## src/design/shell_command_lexer_core_assert.svh

```systemverilog
// ----------------------------------------------------------------------------
// Assertion macros for the shell command lexer
// Clocked concurrent checks with asynchronous active-low reset.
// ----------------------------------------------------------------------------
`ifndef SHELL_COMMAND_LEXER_CORE_ASSERT_SVH
`define SHELL_COMMAND_LEXER_CORE_ASSERT_SVH

`ifndef NO_ASSERTIONS

// antecedent implies consequent in the same cycle
`define SCL_ASSERT_SAME(label, clk, rst_n, ante, cons) \
  label: assert property (@(posedge clk) disable iff (!rst_n) (ante) |-> (cons)) \
    else $error("lexer check failed");

// antecedent implies consequent in the next cycle
`define SCL_ASSERT_NEXT(label, clk, rst_n, ante, cons) \
  label: assert property (@(posedge clk) disable iff (!rst_n) (ante) |=> (cons)) \
    else $error("lexer check failed");

`else

`define SCL_ASSERT_SAME(label, clk, rst_n, ante, cons)
`define SCL_ASSERT_NEXT(label, clk, rst_n, ante, cons)

`endif

`endif

```

## src/design/scl_pkg.sv

```systemverilog
// ----------------------------------------------------------------------------
// scl_pkg
// Types and constants shared by the shell command lexer modules.
// ----------------------------------------------------------------------------
package scl_pkg;

  localparam logic [7:0] ChSpace = 8'h20;
  localparam logic [7:0] ChLt    = 8'h3C;
  localparam logic [7:0] ChGt    = 8'h3E;
  localparam logic [7:0] ChSq    = 8'h27;
  localparam logic [7:0] ChDq    = 8'h22;

  localparam int unsigned QueueDepth = 4;
  localparam int unsigned QueuePtrW  = $clog2(QueueDepth);
  localparam int unsigned QueueCntW  = $clog2(QueueDepth + 1);

  typedef enum logic [2:0] {
    KindWord = 3'd0,
    KindLt   = 3'd1,
    KindLtLt = 3'd2,
    KindGt   = 3'd3,
    KindGtGt = 3'd4,
    KindEol  = 3'd5
  } token_kind_e;

  typedef enum logic [1:0] {
    QuoteNone   = 2'd0,
    QuoteSingle = 2'd1,
    QuoteDouble = 2'd2
  } quote_mode_e;

  typedef enum logic [1:0] {
    HeldNone = 2'd0,
    HeldLt   = 2'd1,
    HeldGt   = 2'd2
  } held_bracket_e;

  // One queued step: an optional single operator flushed from the hold,
  // then an optional result that follows it.
  typedef struct packed {
    logic        a_valid;
    token_kind_e a_kind;
    logic        b_valid;
    token_kind_e b_kind;
    logic [7:0]  b_byte;
    logic        b_start;
    logic        b_last;
  } scl_entry_t;

  typedef struct packed {
    logic not_full;
    logic not_empty;
  } scl_q_status_t;

endpackage

```

## src/design/scl_front.sv

```systemverilog
// ----------------------------------------------------------------------------
// scl_front
// Accepts line bytes, tracks quote, word and bracket state, and builds one
// queue entry per input word that yields results.
// ----------------------------------------------------------------------------
module scl_front (
  input  logic                   clk_i,
  input  logic                   rst_ni,
  input  logic                   in_valid_i,
  output logic                   in_ready_o,
  input  logic [7:0]             char_in_i,
  input  logic                   line_end_i,
  input  scl_pkg::scl_q_status_t q_status_i,
  output logic                   push_o,
  output scl_pkg::scl_entry_t    entry_o
);
  import scl_pkg::*;

  quote_mode_e   quote_q, quote_d;
  held_bracket_e held_q, held_d;
  logic          in_word_q, in_word_d;
  logic          accept;
  logic          doubled;
  scl_entry_t    entry;

  assign in_ready_o = q_status_i.not_full;
  assign accept     = in_valid_i & in_ready_o;

  assign doubled = ((held_q == HeldLt) && (char_in_i == ChLt)) ||
                   ((held_q == HeldGt) && (char_in_i == ChGt));

  always_comb begin
    quote_d   = quote_q;
    held_d    = held_q;
    in_word_d = in_word_q;
    entry     = '0;
    entry.a_kind  = (held_q == HeldLt) ? KindLt : KindGt;
    entry.b_kind  = KindWord;
    if (line_end_i) begin
      entry.a_valid = (held_q != HeldNone);
      entry.b_valid = 1'b1;
      entry.b_kind  = KindEol;
      entry.b_last  = 1'b1;
      quote_d   = QuoteNone;
      held_d    = HeldNone;
      in_word_d = 1'b0;
    end else if (doubled) begin
      entry.b_valid = 1'b1;
      entry.b_kind  = (held_q == HeldLt) ? KindLtLt : KindGtGt;
      entry.b_start = 1'b1;
      held_d        = HeldNone;
    end else begin
      // flush a single bracket, then handle the byte itself
      entry.a_valid = (held_q != HeldNone);
      held_d        = HeldNone;
      if (quote_q != QuoteNone) begin
        entry.b_valid = 1'b1;
        entry.b_byte  = char_in_i;
        entry.b_start = ~in_word_q;
        in_word_d     = 1'b1;
        if (((quote_q == QuoteSingle) && (char_in_i == ChSq)) ||
            ((quote_q == QuoteDouble) && (char_in_i == ChDq))) begin
          quote_d = QuoteNone;
        end
      end else if (char_in_i == ChSpace) begin
        in_word_d = 1'b0;
      end else if (char_in_i == ChLt) begin
        in_word_d = 1'b0;
        held_d    = HeldLt;
      end else if (char_in_i == ChGt) begin
        in_word_d = 1'b0;
        held_d    = HeldGt;
      end else begin
        if (char_in_i == ChSq) begin
          quote_d = QuoteSingle;
        end else if (char_in_i == ChDq) begin
          quote_d = QuoteDouble;
        end
        entry.b_valid = 1'b1;
        entry.b_byte  = char_in_i;
        entry.b_start = ~in_word_q;
        in_word_d     = 1'b1;
      end
    end
  end

  assign entry_o = entry;
  assign push_o  = accept & (entry.a_valid | entry.b_valid);

  always_ff @(posedge clk_i or negedge rst_ni) begin
    if (!rst_ni) begin
      quote_q   <= QuoteNone;
      held_q    <= HeldNone;
      in_word_q <= 1'b0;
    end else if (accept) begin
      quote_q   <= quote_d;
      held_q    <= held_d;
      in_word_q <= in_word_d;
    end
  end

endmodule

```

## src/design/scl_queue.sv

```systemverilog
// ----------------------------------------------------------------------------
// scl_queue
// Short FIFO of step entries between the front and the back.
// ----------------------------------------------------------------------------
module scl_queue (
  input  logic                   clk_i,
  input  logic                   rst_ni,
  input  logic                   push_i,
  input  scl_pkg::scl_entry_t    push_entry_i,
  input  logic                   pop_i,
  output scl_pkg::scl_entry_t    head_o,
  output scl_pkg::scl_q_status_t status_o
);
  import scl_pkg::*;

  scl_entry_t           store_q [QueueDepth];
  logic [QueuePtrW-1:0] wr_ptr_q, rd_ptr_q;
  logic [QueueCntW-1:0] count_q;
  logic                 do_push, do_pop;

  assign status_o.not_full  = (count_q != QueueCntW'(QueueDepth));
  assign status_o.not_empty = (count_q != '0);
  assign do_push = push_i & status_o.not_full;
  assign do_pop  = pop_i & status_o.not_empty;
  assign head_o  = store_q[rd_ptr_q];

  always_ff @(posedge clk_i) begin
    if (do_push) begin
      store_q[wr_ptr_q] <= push_entry_i;
    end
  end

  always_ff @(posedge clk_i or negedge rst_ni) begin
    if (!rst_ni) begin
      wr_ptr_q <= '0;
      rd_ptr_q <= '0;
      count_q  <= '0;
    end else begin
      if (do_push) begin
        wr_ptr_q <= (wr_ptr_q == QueuePtrW'(QueueDepth - 1)) ? '0 : wr_ptr_q + 1'b1;
      end
      if (do_pop) begin
        rd_ptr_q <= (rd_ptr_q == QueuePtrW'(QueueDepth - 1)) ? '0 : rd_ptr_q + 1'b1;
      end
      if (do_push && !do_pop) begin
        count_q <= count_q + 1'b1;
      end else if (do_pop && !do_push) begin
        count_q <= count_q - 1'b1;
      end
    end
  end

endmodule

```

## src/design/scl_back.sv

```systemverilog
// ----------------------------------------------------------------------------
// scl_back
// Expands queued entries into one or two result words and holds each in
// the output register until it is taken.
// ----------------------------------------------------------------------------
module scl_back (
  input  logic                   clk_i,
  input  logic                   rst_ni,
  input  scl_pkg::scl_entry_t    head_i,
  input  scl_pkg::scl_q_status_t q_status_i,
  output logic                   pop_o,
  output logic                   out_valid_o,
  input  logic                   out_ready_i,
  output scl_pkg::token_kind_e   token_kind_o,
  output logic [7:0]             word_byte_o,
  output logic                   token_start_o,
  output logic                   last_o
);
  import scl_pkg::*;

  logic        valid_q;
  token_kind_e kind_q, kind_d;
  logic [7:0]  byte_q, byte_d;
  logic        start_q, start_d;
  logic        last_q, last_d;
  logic        phase_q, phase_d;
  logic        load;
  logic        take_a;

  assign load   = q_status_i.not_empty & (~valid_q | out_ready_i);
  assign take_a = head_i.a_valid & ~phase_q;

  always_comb begin
    phase_d = phase_q;
    pop_o   = 1'b0;
    if (take_a) begin
      kind_d  = head_i.a_kind;
      byte_d  = '0;
      start_d = 1'b1;
      last_d  = 1'b0;
    end else begin
      kind_d  = head_i.b_kind;
      byte_d  = head_i.b_byte;
      start_d = head_i.b_start;
      last_d  = head_i.b_last;
    end
    if (load) begin
      // advance to the second result, or retire the entry
      if (take_a && head_i.b_valid) begin
        phase_d = 1'b1;
      end else begin
        phase_d = 1'b0;
        pop_o   = 1'b1;
      end
    end
  end

  always_ff @(posedge clk_i) begin
    if (load) begin
      kind_q  <= kind_d;
      byte_q  <= byte_d;
      start_q <= start_d;
      last_q  <= last_d;
    end
  end

  always_ff @(posedge clk_i or negedge rst_ni) begin
    if (!rst_ni) begin
      valid_q <= 1'b0;
      phase_q <= 1'b0;
    end else begin
      phase_q <= phase_d;
      if (load) begin
        valid_q <= 1'b1;
      end else if (out_ready_i) begin
        valid_q <= 1'b0;
      end
    end
  end

  assign out_valid_o   = valid_q;
  assign token_kind_o  = kind_q;
  assign word_byte_o   = byte_q;
  assign token_start_o = start_q;
  assign last_o        = last_q;

endmodule

```

## src/design/shell_command_lexer_core.sv

```systemverilog
// ----------------------------------------------------------------------------
// shell_command_lexer_core
// Quote-aware command-line lexer: words split at unquoted spaces, and the
// redirect operators <, <<, > and >> recognized greedily.
// ----------------------------------------------------------------------------
// The input port takes one line byte per cycle while tready is high, or an
// end-of-line word with tlast set. Each input word yields zero, one or two
// results; the front classifies the byte in the same cycle it is accepted and
// queues at most one entry (four deep) for the back, which drives one result
// per cycle on the output register while the output is taken. Throughput is
// therefore one input word per cycle as long as the results fit the output
// port's one-per-cycle limit: an input that yields two results (a single
// bracket followed by a word byte or an end of line) needs an extra output
// slot, which the queue absorbs before tready drops. Results pass through
// the queue and the output register. No clearing pass is needed after reset.
// ----------------------------------------------------------------------------
`include "shell_command_lexer_core_assert.svh"

module shell_command_lexer_core (
  input  logic        clk_i,
  input  logic        rst_ni,
  input  logic        s_axis_tvalid_i,
  output logic        s_axis_tready_o,
  input  logic [7:0]  s_axis_tdata_i,   // [7:0] char_in
  input  logic        s_axis_tlast_i,   // line_end
  output logic        m_axis_tvalid_o,
  input  logic        m_axis_tready_i,
  output logic [15:0] m_axis_tdata_o,   // [7:0] word_byte, [8] token_start
  output logic [2:0]  m_axis_tuser_o,   // [2:0] token_kind
  output logic        m_axis_tlast_o    // last
);
  import scl_pkg::*;

  scl_q_status_t q_status;
  scl_entry_t    push_entry, head;
  logic          push, pop;
  token_kind_e   kind;
  logic [7:0]    word_byte;
  logic          token_start;

  scl_front u_front (
    .clk_i      (clk_i),
    .rst_ni     (rst_ni),
    .in_valid_i (s_axis_tvalid_i),
    .in_ready_o (s_axis_tready_o),
    .char_in_i  (s_axis_tdata_i),
    .line_end_i (s_axis_tlast_i),
    .q_status_i (q_status),
    .push_o     (push),
    .entry_o    (push_entry)
  );

  scl_queue u_queue (
    .clk_i        (clk_i),
    .rst_ni       (rst_ni),
    .push_i       (push),
    .push_entry_i (push_entry),
    .pop_i        (pop),
    .head_o       (head),
    .status_o     (q_status)
  );

  scl_back u_back (
    .clk_i         (clk_i),
    .rst_ni        (rst_ni),
    .head_i        (head),
    .q_status_i    (q_status),
    .pop_o         (pop),
    .out_valid_o   (m_axis_tvalid_o),
    .out_ready_i   (m_axis_tready_i),
    .token_kind_o  (kind),
    .word_byte_o   (word_byte),
    .token_start_o (token_start),
    .last_o        (m_axis_tlast_o)
  );

  assign m_axis_tdata_o = {7'b0, token_start, word_byte};
  assign m_axis_tuser_o = kind;

  // an accepted end of line always leaves work queued
  `SCL_ASSERT_NEXT(a_eol_queued, clk_i, rst_ni,
                   s_axis_tvalid_i && s_axis_tready_o && s_axis_tlast_i, q_status.not_empty)
  // only the end-of-line result carries tlast
  `SCL_ASSERT_SAME(a_last_is_eol, clk_i, rst_ni,
                   m_axis_tvalid_o && m_axis_tlast_o, kind == KindEol)
  // operators and end of line carry a zero byte
  `SCL_ASSERT_SAME(a_op_zero_byte, clk_i, rst_ni,
                   m_axis_tvalid_o && (kind != KindWord), word_byte == 8'h00)

endmodule
```

## config.mk

```make
export PLATFORM = sky130hd
export DESIGN_NAME = shell_command_lexer_core
export DESIGN_NICKNAME = d
export VERILOG_FILES = /design/src/design/scl_pkg.sv /design/src/design/scl_front.sv /design/src/design/scl_queue.sv /design/src/design/scl_back.sv /design/src/design/shell_command_lexer_core.sv
export VERILOG_INCLUDE_DIRS = /design/src /design/src/design
export SDC_FILE = /design/constraint.sdc
export NUM_CORES = 1
export LEC_CHECK = 0
export ABC_CLOCK_PERIOD_IN_PS = 2500
export BUFFER_PORTS_ARGS = -buffer_cell sky130_fd_sc_hd__buf_2
export CORE_MARGIN = 3
export CORE_UTILIZATION = 31
export DETAILED_ROUTE_END_ITERATION = 6
export GPL_TIMING_DRIVEN = 0
export PLACE_DENSITY = 0.55
export RECOVER_POWER = 50
export SYNTH_ARGS = -nofsm -noshare
export SYNTH_HDL_FRONTEND = slang
export SYNTH_HIERARCHICAL = 1
export SYNTH_SLANG_ARGS = --single-unit
export TNS_END_PERCENT = 20
```

## constraint.sdc

```tcl
create_clock -name clk_i -period 2.5 [get_ports clk_i]
set_clock_uncertainty 0.2 [all_clocks]
set_input_delay 0.375 -clock clk_i [delete_from_list [all_inputs] [get_ports clk_i]]
set_output_delay 0.375 -clock clk_i [all_outputs]
set_load 0.01 [all_outputs]
```

# ---- Word level (Yosys, flattened, before mapping)
# Memory sizes are Yosys's and may differ from the RTL's.
# Index checks and enable logic that the tools add are counted.
# W data, S select, Z words.
dict set report op_classes {
  addsub 4
  n_eq_ne 17
  muxes 48
  bitwise 11
  reduce_logical 19
}
# operator count
set op_table {}
lappend op_table {{$mux W9} 5}
lappend op_table {{$eq A8 B6 Y1 const B} 5}
lappend op_table {{$mux W2} 18}
lappend op_table {{$mux W1} 18}
lappend op_table {{$mux W3} 5}
lappend op_table {{$ne A3 B2 Y1 const B} 3}
lappend op_table {{$eq A2 B2 Y1 const B} 4}
lappend op_table {{$mux W8} 1}
lappend op_table {{$reduce_bool A2 Y1} 4}
lappend op_table {{$logic_and A1 B1 Y1} 7}
lappend op_table {{$reduce_and A7 Y1} 1}
lappend op_table {{$and A1 B1 Y1} 6}
lappend op_table {{$ne A3 B3 Y1 const B} 2}
lappend op_table {{$add A2 B1 Y2 const B} 2}
lappend op_table {{$eq A2 B1 Y1 const B} 2}
lappend op_table {{$mux W4} 1}
lappend op_table {{$reduce_bool A4 Y1} 1}
lappend op_table {{$add A3 B1 Y3 const B} 1}
lappend op_table {{$not A1 Y1} 3}
lappend op_table {{$reduce_bool A3 Y1} 1}
lappend op_table {{$sub A3 B1 Y3 const B} 1}
lappend op_table {{$logic_not A1 Y1} 2}
lappend op_table {{$logic_or A1 B1 Y1} 2}
lappend op_table {{$ne A2 B2 Y1 const B} 1}
lappend op_table {{other kinds (2)} 3}
dict set report word_totals {
  regBits 27
  mem_bits_rw 68
  in_bits 13
  wordCells 112
  n_memories 1
}
# memory words width read_ports rd_ports_with_merged_regs write_ports line
set memory_table {}
lappend memory_table {u_queue.store_q 4 17 1 0 1 scl_queue.sv:16} ;# scl_entry_t store_q [QueueDepth];

# ---- Longest topological paths before layout
# Gate-level depths: netlist of run 1.
dict set report depth {
  word_depth 14
  ltp_mapped 12
}

# ---- Cells and area by module
# Netlist of run 1, hierarchy kept.
# module n_inst cells_each area_per_inst_um2 seq_area_each_um2
set by_module_without_submodules {}
lappend by_module_without_submodules {scl_queue 1 130 3031.7 2337.2}
lappend by_module_without_submodules {scl_back 1 38 603.1 440.4}
lappend by_module_without_submodules {scl_front 1 78 595.6 125.1}
lappend by_module_without_submodules {shell_command_lexer_core 1 9 63.8 0.0}

# ---- Least setup slack after synthesis of run 1
# No wires, ideal clock.
dict set report synth_timing {
  path_kind {input to register}
  start {in s_axis_tdata_i[2]}
  end {reg u_queue.count_q[1]}
  t_arrival_ns 2.422
  required_time_ns 2.175
  slack_ns -0.247
  cell_stages 9
  cell_sequence {buf_6 > or4_4 > a21oi_1 > a31oi_1 > and2_4 > ha_1 > inv_1 > fa_1 > mux2_2}
}
dict set report synth_via {
  elab_chain_len 13
}
# item line
set synth_lines {}
lappend synth_lines {{start: declaration} shell_command_lexer_core.sv:24} ;# input logic [7:0] s_axis_tdata_i,
lappend synth_lines {{$eq A8 B6 Y1} {scl_front.sv:30, scl_front.sv:70}}
lappend synth_lines {{$mux W1} scl_front.sv:70} ;# end else if (char_in_i == ChGt) begin
lappend synth_lines {{$mux W1} scl_front.sv:67} ;# end else if (char_in_i == ChLt) begin
lappend synth_lines {{$mux W1} scl_front.sv:65} ;# end else if (char_in_i == ChSpace) begin
lappend synth_lines {{$mux W1} scl_front.sv:56} ;# if (quote_q != QuoteNone) begin
lappend synth_lines {{$mux W1} scl_front.sv:47} ;# end else if (doubled) begin
lappend synth_lines {{$mux W4} scl_front.sv:39} ;# if (line_end_i) begin
lappend synth_lines {{$or A1 B1 Y1 (*)} scl_front.sv:88} ;# assign push_o = accept & (entry.a_valid | entry.b_valid);
lappend synth_lines {{$and A1 B1 Y1 (*)} scl_front.sv:88}
lappend synth_lines {{via push} shell_command_lexer_core.sv:36} ;# logic push, pop;
lappend synth_lines {{$and A1 B1 Y1 (*)} scl_queue.sv:23} ;# assign do_push = push_i & status_o.not_full;
lappend synth_lines {{via u_queue.do_push} scl_queue.sv:19} ;# logic do_push, do_pop;
lappend synth_lines {{$logic_not A1 Y1} scl_queue.sv:47} ;# end else if (do_pop && !do_push) begin
lappend synth_lines {{$logic_and A1 B1 Y1} scl_queue.sv:47}
lappend synth_lines {{$reduce_bool A2 Y1 (no line)} -}
lappend synth_lines {{end signal: assignment} scl_queue.sv:46} ;# count_q <= count_q + 1'b1;
lappend synth_lines {{end signal: assignment} scl_queue.sv:48} ;# count_q <= count_q - 1'b1;
lappend synth_lines {{end: declaration} scl_queue.sv:18} ;# logic [QueueCntW-1:0] count_q;
# The timed path passes the listed nets; every way through them passes the cells marked *.
# A chain may end at the register's enable or synchronous reset.

==> out/results.ini, run 1 <==
[routing]
via_count = 2213
totalWireLength_microns = 7954
dr.first_iter.drc_count = 164
drc = 0
wire_per_inst_microns = 16.37
ant_nets = 0
viasPerCell = 4.553
drtPass1Iterations = 5

[flow_run]
maxCapViolations = 0

[hold_path]
worstHoldPathType = input port to flip-flop
worstHoldStart = s_axis_tdata_i[1]
hold_path_end = u_front/held_q[1]
hold_depth = 3

[grt]
grt_pass1_vias = 2361
grt_max_degree = 19
grt_pass1_wl_microns = 12950
grt_use_total_pct = 11.48
antenna_found_initial = 0
overflow = 0

[timing]
max_freq_mhz = 394.2
hold_ws_ns = 0.1816
tightest_slew_ns = 0.8810
fin_ws_ns = -0.03708
hold_violations = 0
finalMaxSlewViolations = 0
period_needed_ns = 2.537
setup_violations = 1
grt_setup_unrepaired = true
maxSlewHeadroom_pct = 41.27
fin_crit_sh_pct = 101.5

[floorplan]
row_count = 42
core_sq_um = 13400
fp.dieArea_sq_um = 15300
die_h_microns = 123.7
initial_core_util_pct = 32.04
io_pins = 35
die_w_microns = 123.7

[final_layout]
fillers = 1281
stdcell_count = 486
stdcell_area_sq_um = 5066
drive_gt1_share_pct = 30.65
area_delta_synth_final_pct = 17.98
antenna_cells = 0
final_nets = 325

[logic_synthesis]
ys_types = 49
synth.ff_latch_count = 99
synth_seq_area_share_pct = 67.60
synth_edf_count = 85
netlist_area_sq_um = 4294
ys.flop_type = edfxtp_1
avgSynthCellArea_sq_um = 16.84
async_flop_share_pct = 14.14
synthCells = 255
yosys_warnings = 6

[worst_setup_path]
crit_type = flip-flop to flip-flop
r2r_cells = 10
end_kind = flip-flop
start_kind = flip-flop
r2r_start = u_queue/rd_ptr_q[0]
crit_chain = buf_12 -> mux4_2 -> nand2b_4 -> nor2_4 -> nor2_2 -> nand2_2 -> ha_4 -> inv_2 -> fa_1 -> mux2_4
r2r_setup_slack_ns = -0.04
critPathBufInv = 2
cp_data_arrival_time_ns = 2.55
path_max_fanout = 3
r2r_end = u_queue/count_q[1]
critPathTopFamily = multiplexers
required_ns = 2.52
max_stage_delay_ns = 0.51
cpMaxStageDelayCell = mux4_2

[cts]
cts_max_level = 3
cts_buffer_depth = 2
clk_pin_slew_worst_paths_ns = 0.06
cts_num_sinks = 99
worstSkewPairLatency_ns = 0.33
cts-root-buf = clkbuf_16
cts_inserted_buffers = 9
cts_tree = built

[place]
post-dp-hpwl_microns = 5100
pre_cts_ws_ns = -0.4043
dp_cells = 462
gp_congestion = 0.7610
place_area_sq_um = 4681
io_buffers = 25

[power_and_ir_drop]
power.density_nw_per_um2 = 1109
leakage_uw = 0.001789
vdd_drop_max_mv = 0.4867
power.total_uw = 5616

[outcome]
status = finished, violations left
violations = setup timing

-- worst register-to-register path, stage by stage (launching register included) --
cell	delay, ns
dfrtp_1	0.39
buf_12	0.12
mux4_2	0.51
nand2b_4	0.10
nor2_4	0.04
nor2_2	0.08
nand2_2	0.08
ha_4	0.17
inv_2	0.04
fa_1	0.41
mux2_4	0.28
-- worst max-delay path by stage --
stage                          to                start  cells after the start
2_1_floorplan  u_queue/count_q[1]  u_queue/rd_ptr_q[0]                     10
3_3_place_gp   u_queue/count_q[1]    s_axis_tdata_i[1]                      9
3_5_place_dp   u_queue/count_q[1]    s_axis_tdata_i[1]                      9
4_1_cts        u_queue/count_q[1]  u_queue/rd_ptr_q[0]                     10
5_1_grt        u_queue/count_q[1]  u_queue/rd_ptr_q[0]                     10
6_report       u_queue/count_q[1]  u_queue/rd_ptr_q[0]                     10
-- metal layers --
layer  share of wire, %  track usage [%]
met1                 46            15.13
met2                 49            19.03
met3                5.0            3.451
met4               0.77            2.076
met5                  0                0
-- area by class of cell --
type / count / area, sq um / share of cell area [%]
Sequential cell: 99 / 2903 / 57.30
Multi-Input combinational cell: 131 / 1296 / 25.59
Clock buffer: 10 / 229.0 / 4.520
Tap cell: 176 / 220.2 / 4.347
Timing Repair Buffer: 33 / 167.7 / 3.309
Buffer: 22 / 153.9 / 3.038
Clock inverter: 6 / 62.56 / 1.235
Inverter: 9 / 33.78 / 0.6668
-- power breakdown --
group | switching (uW) | leakage (uW) | internal, uW | total (uW)
registers | 134 | 0.000949 | 2310 | 2440
clock network | 576 | 0.000139 | 776 | 1350
logic | 910 | 0.000701 | 909 | 1820
total | 1620 | 0.00179 | 4000 | 5620
-- cells by family (layout without fill, tap and decap cells) --
group	after synthesis	count (layout)	share of synthesized area, %
other cells	3	9	0.2622
buf+inv	31	80	4.196
fa+ha+maj	7	7	2.214
simple gates	68	68	9.907
mux	28	28	12.33
xor+xnor	4	4	0.8160
compound gates	15	15	2.681
flops	99	99	67.60
-- state kept, by name, indices dropped and copies added, names as in the netlist --
register,cells
u_back/phase_q,1
u_queue/rd_ptr_q,2
u_front/held_q,2
u_back/last_o,1
u_back/token_start_o,1
u_back/out_valid_o,1
u_front/quote_q,2
u_front/in_word_q,1
u_back/word_byte_o,8
u_queue/wr_ptr_q,2
u_back/token_kind_o,3
u_queue/store_q,72
u_queue/count_q,3
-- cell usage in the layout, fill, tap and decap left out, types with 2 or more instances in the layout --
| master | n |
|---|---|
| a22o_1 | 2 |
| and2_0 | 5 |
| and2_1 | 4 |
| and3_2 | 4 |
| buf_2 | 11 |
| buf_4 | 19 |
| clkbuf_1 | 23 |
| clkbuf_16 | 9 |
| clkinv_1 | 2 |
| conb_1 | 9 |
| dfrtp_1 | 14 |
| edfxtp_1 | 85 |
| ha_1 | 5 |
| inv_1 | 8 |
| inv_6 | 2 |
| mux2_2 | 6 |
| mux2_4 | 4 |
| mux4_2 | 18 |
| nand2_1 | 8 |
| nand2_2 | 2 |
| nand2b_1 | 3 |
| nand3_1 | 3 |
| nand4_1 | 2 |
| nor2_1 | 9 |
| nor2b_1 | 2 |
| nor3_1 | 2 |
| nor3b_1 | 7 |
| nor4_1 | 2 |
| o21ai_1 | 2 |
| xnor2_1 | 2 |
| xor2_1 | 2 |
-- through the flow --
stage | util [%] | setup TNS, ns
6_report | 37.81 | -0.03708
5_1_grt | 37.81 | -0.2474
4_1_cts | 37.96 | -0.09073
3_5_place_dp | 34.93 | -0.6541
3_3_place_gp | 34.93 | -0.6124
2_1_floorplan | - | -0.08850
-- Yosys cell counts, drive strengths merged (2+ instances only) --
master	count	share of area, %
edfxtp	85	59
buf	19	3.1
mux4	18	9.4
dfrtp	14	8.2
and2	11	1.7
nand2	11	0.96
nor2	11	0.96
mux2	10	2.9
inv	9	0.79
nor3b	8	1.7
ha	6	1.7
and3	4	0.70
nand2b	4	0.76
clkbuf	3	0.29
conb	3	0.26
nand3	3	0.35
a21oi	2	0.23
a22o	2	0.41
a31oi	2	0.29
and3b	2	0.44
nand4	2	0.29
nor2b	2	0.29
nor3	2	0.23
nor4	2	0.29
o21ai	2	0.23
xnor2	2	0.41
xor2	2	0.41
-- timing repair --
item | CTS | global route
pin swaps | 4 | 4
endpoints found under the setup margin | 2 | 2
hold endpoints to repair | 14 | 0
hold buffers | 1 | 0
setup buffers | 6 | 1
gates resized for setup | 15 | 1
Note: power is estimated with default switching activity, not from simulation.
==> run 2: changes to the inputs <==
Settings changed: REMOVE_ABC_BUFFERS set to 1.
==> out/results.ini, run 2 (synthesis results as in run 1) <==
[floorplan]
core_sq_um = 13400  ; unchanged
row_count = 42  ; unchanged
io_pins = 35  ; unchanged
die_w_microns = 123.7  ; unchanged
die_h_microns = 123.7  ; unchanged
initial_core_util_pct = 32.04  ; unchanged
fp.dieArea_sq_um = 15300  ; unchanged

[flow_run]
maxCapViolations = 0  ; unchanged

[grt]
grt_max_degree = 21  ; +2
grt_use_total_pct = 11.52  ; +0.041 points
grt_pass1_vias = 2302  ; -2.5%
grt_pass1_wl_microns = 12790  ; -1.3%
overflow = 0  ; unchanged
antenna_found_initial = 0  ; unchanged

[cts]
worstSkewPairLatency_ns = 0.33  ; about the same
cts_tree = built
cts_num_sinks = 99  ; unchanged
cts_buffer_depth = 2  ; unchanged
cts-root-buf = clkbuf_16
cts_inserted_buffers = 9  ; unchanged
cts_max_level = 3  ; unchanged
clk_pin_slew_worst_paths_ns = 0.06  ; about the same

[worst_setup_path]
r2r_start = u_queue/rd_ptr_q[0]
start_kind = input port
crit_type = input port to flip-flop
path_max_fanout = 9  ; +6
critPathLaunch = s_axis_tdata_i[2]
max_stage_delay_ns = 0.57  ; +0.06 ns
crit_chain = buf_2 -> or4_4 -> a21oi_2 -> a31oi_4 -> and2_4 -> ha_4 -> inv_2 -> fa_1 -> mux2_4
required_ns = 2.52  ; about the same
cpMaxStageDelayCell = or4_4
end_kind = flip-flop
cp_data_arrival_time_ns = 2.56  ; about the same

[timing]
fin_ws_ns = -0.03956  ; -0.002486 ns
period_needed_ns = 2.540  ; +0.002486 ns
setup_violations = 1  ; unchanged
grt_setup_unrepaired = true
maxSlewHeadroom_pct = 46.69  ; +5.4 points
fin_crit_sh_pct = 101.6  ; about the same
max_freq_mhz = 393.8  ; about the same
hold_violations = 0  ; unchanged
finalMaxSlewViolations = 0  ; unchanged
tightest_slew_ns = 0.7997  ; -0.08127 ns
hold_ws_ns = 0.1662  ; -0.01538 ns

[power_and_ir_drop]
power.density_nw_per_um2 = 1135  ; +2.4%
vdd_drop_max_mv = 0.3958  ; -19%
leakage_uw = 0.001717  ; -4.0%

[final_layout]
top_register = u_queue/store_q
layout_commonest_cell = edfxtp_1
antenna_cells = 0  ; unchanged
area_delta_synth_final_pct = 15.56
final_nets = 305  ; -6.2%
mostFrequentLayoutCells = edfxtp_1 (85), mux4_2 (18), clkbuf_1 (16)
regArea_sq_um = 2910  ; +0.26%
drive_gt1_share_pct = 28.72  ; -1.9 points
utilization_pct = 37.03  ; -0.77 points
fillers = 1255  ; -2.0%
multiInputGateArea_sq_um = 1300  ; +0.29%
largest_reg_flops = 72  ; unchanged

[routing]
viasPerCell = 4.660  ; +2.3%
totalWireLength_microns = 7919  ; -0.44%
drtPass1Iterations = 4  ; -1
wire_per_inst_microns = 17.03  ; +4.1%
ant_nets = 0  ; unchanged
via_count = 2167  ; -2.1%
drc = 0  ; unchanged
dr.first_iter.drc_count = 194  ; +18%

[place]
io_buffers = 27  ; +8.0%
gp_congestion = 0.7681  ; +0.93%
post-dp-hpwl_microns = 4664  ; -8.5%

[outcome]
violations = setup timing
status = finished, violations left

[hold_path]
worstHoldPathType = input port to flip-flop
worstHoldStart = s_axis_tdata_i[1]

run 2: layout make-up:
cell class              instances  share of cell area [%]
inverters                       9                  0.6808
clock inverters                 6                   1.639
well taps                     176                   4.438
clock buffers                   9                   4.539
multi-input cells             131                   26.20
flip-flops and latches         99                   58.65
repair buffers                 35                   3.858
run 2: what timing repair did:
item,in CTS,in global routing
endpoints found under the setup margin,19,2
buffers inserted,7,0
hold buffers,1,0
hold endpoints to repair,14,0
gates cloned,0,0
resized for setup,20,2
pin swaps,5,5
run 2: stage by stage:
stage / worst slack (ns) / instance area, sq um / power (uW) / std cells / setup TNS, ns
6_report: -0.03956 / 4962 / 5633 / 465 / -0.03956
5_1_grt: -0.1532 / 4962 / 5995 / 465 / -0.2229
4_1_cts: -0.09932 / 4971 / 5759 / 465 / -0.1247
3_5_place_dp: -1.257 / 4526 / 4084 / 442 / -14.78
3_3_place_gp: -1.228 / 4526 / 4045 / 442 / -14.06
2_1_floorplan: -0.6753 / 4170 / 3589 / 239 / -1.465
run 2: power breakdown:
group	switching, uW	total, uW	internal [uW]	leakage, uW
Combinational	867	1720	851	0.000620
Clock	547	1410	863	0.000150
Sequential	181	2500	2320	0.000947
Total	1600	5630	4040	0.00172
run 2: worst max-delay path: cells and delay by family:
kind | cells | cell delay, ns
AOI/OAI and AO/OA | 2 | 0.35
adders and majority gates | 2 | 0.56
buffers and inverters | 2 | 0.21
muxes | 1 | 0.28
and+or+nand+nor | 2 | 0.78
run 2: final timing paths:
| kind | slack, ns | depth (start not counted) | end |
|---|---|---|---|
| max | -0.04 | 9 | u_queue/count_q[1] |
| max in group asynchronous | 1.07 | 2 | u_queue/rd_ptr_q[1] |
| min | 0.17 | 3 | u_front/held_q[1] |
| min reg2reg | 0.30 | 1 | u_queue/count_q[2] |
| min in group asynchronous | 0.45 | 2 | u_back/out_valid_o |
| max reg2reg | -0.04 | 10 | u_queue/count_q[1] |
run 2: per-layer routing:
| layer | up-vias | track usage [%] | wire (microns) |
|---|---|---|---|
| met1 | 1120 | 14.29 | 3600 |
| li1 | 1002 | - | - |
| met4 | 0 | 4.221 | 109 |
| met5 | - | 0 | 0 |
| met3 | 6 | 3.724 | 299 |
| met2 | 39 | 18.86 | 3910 |
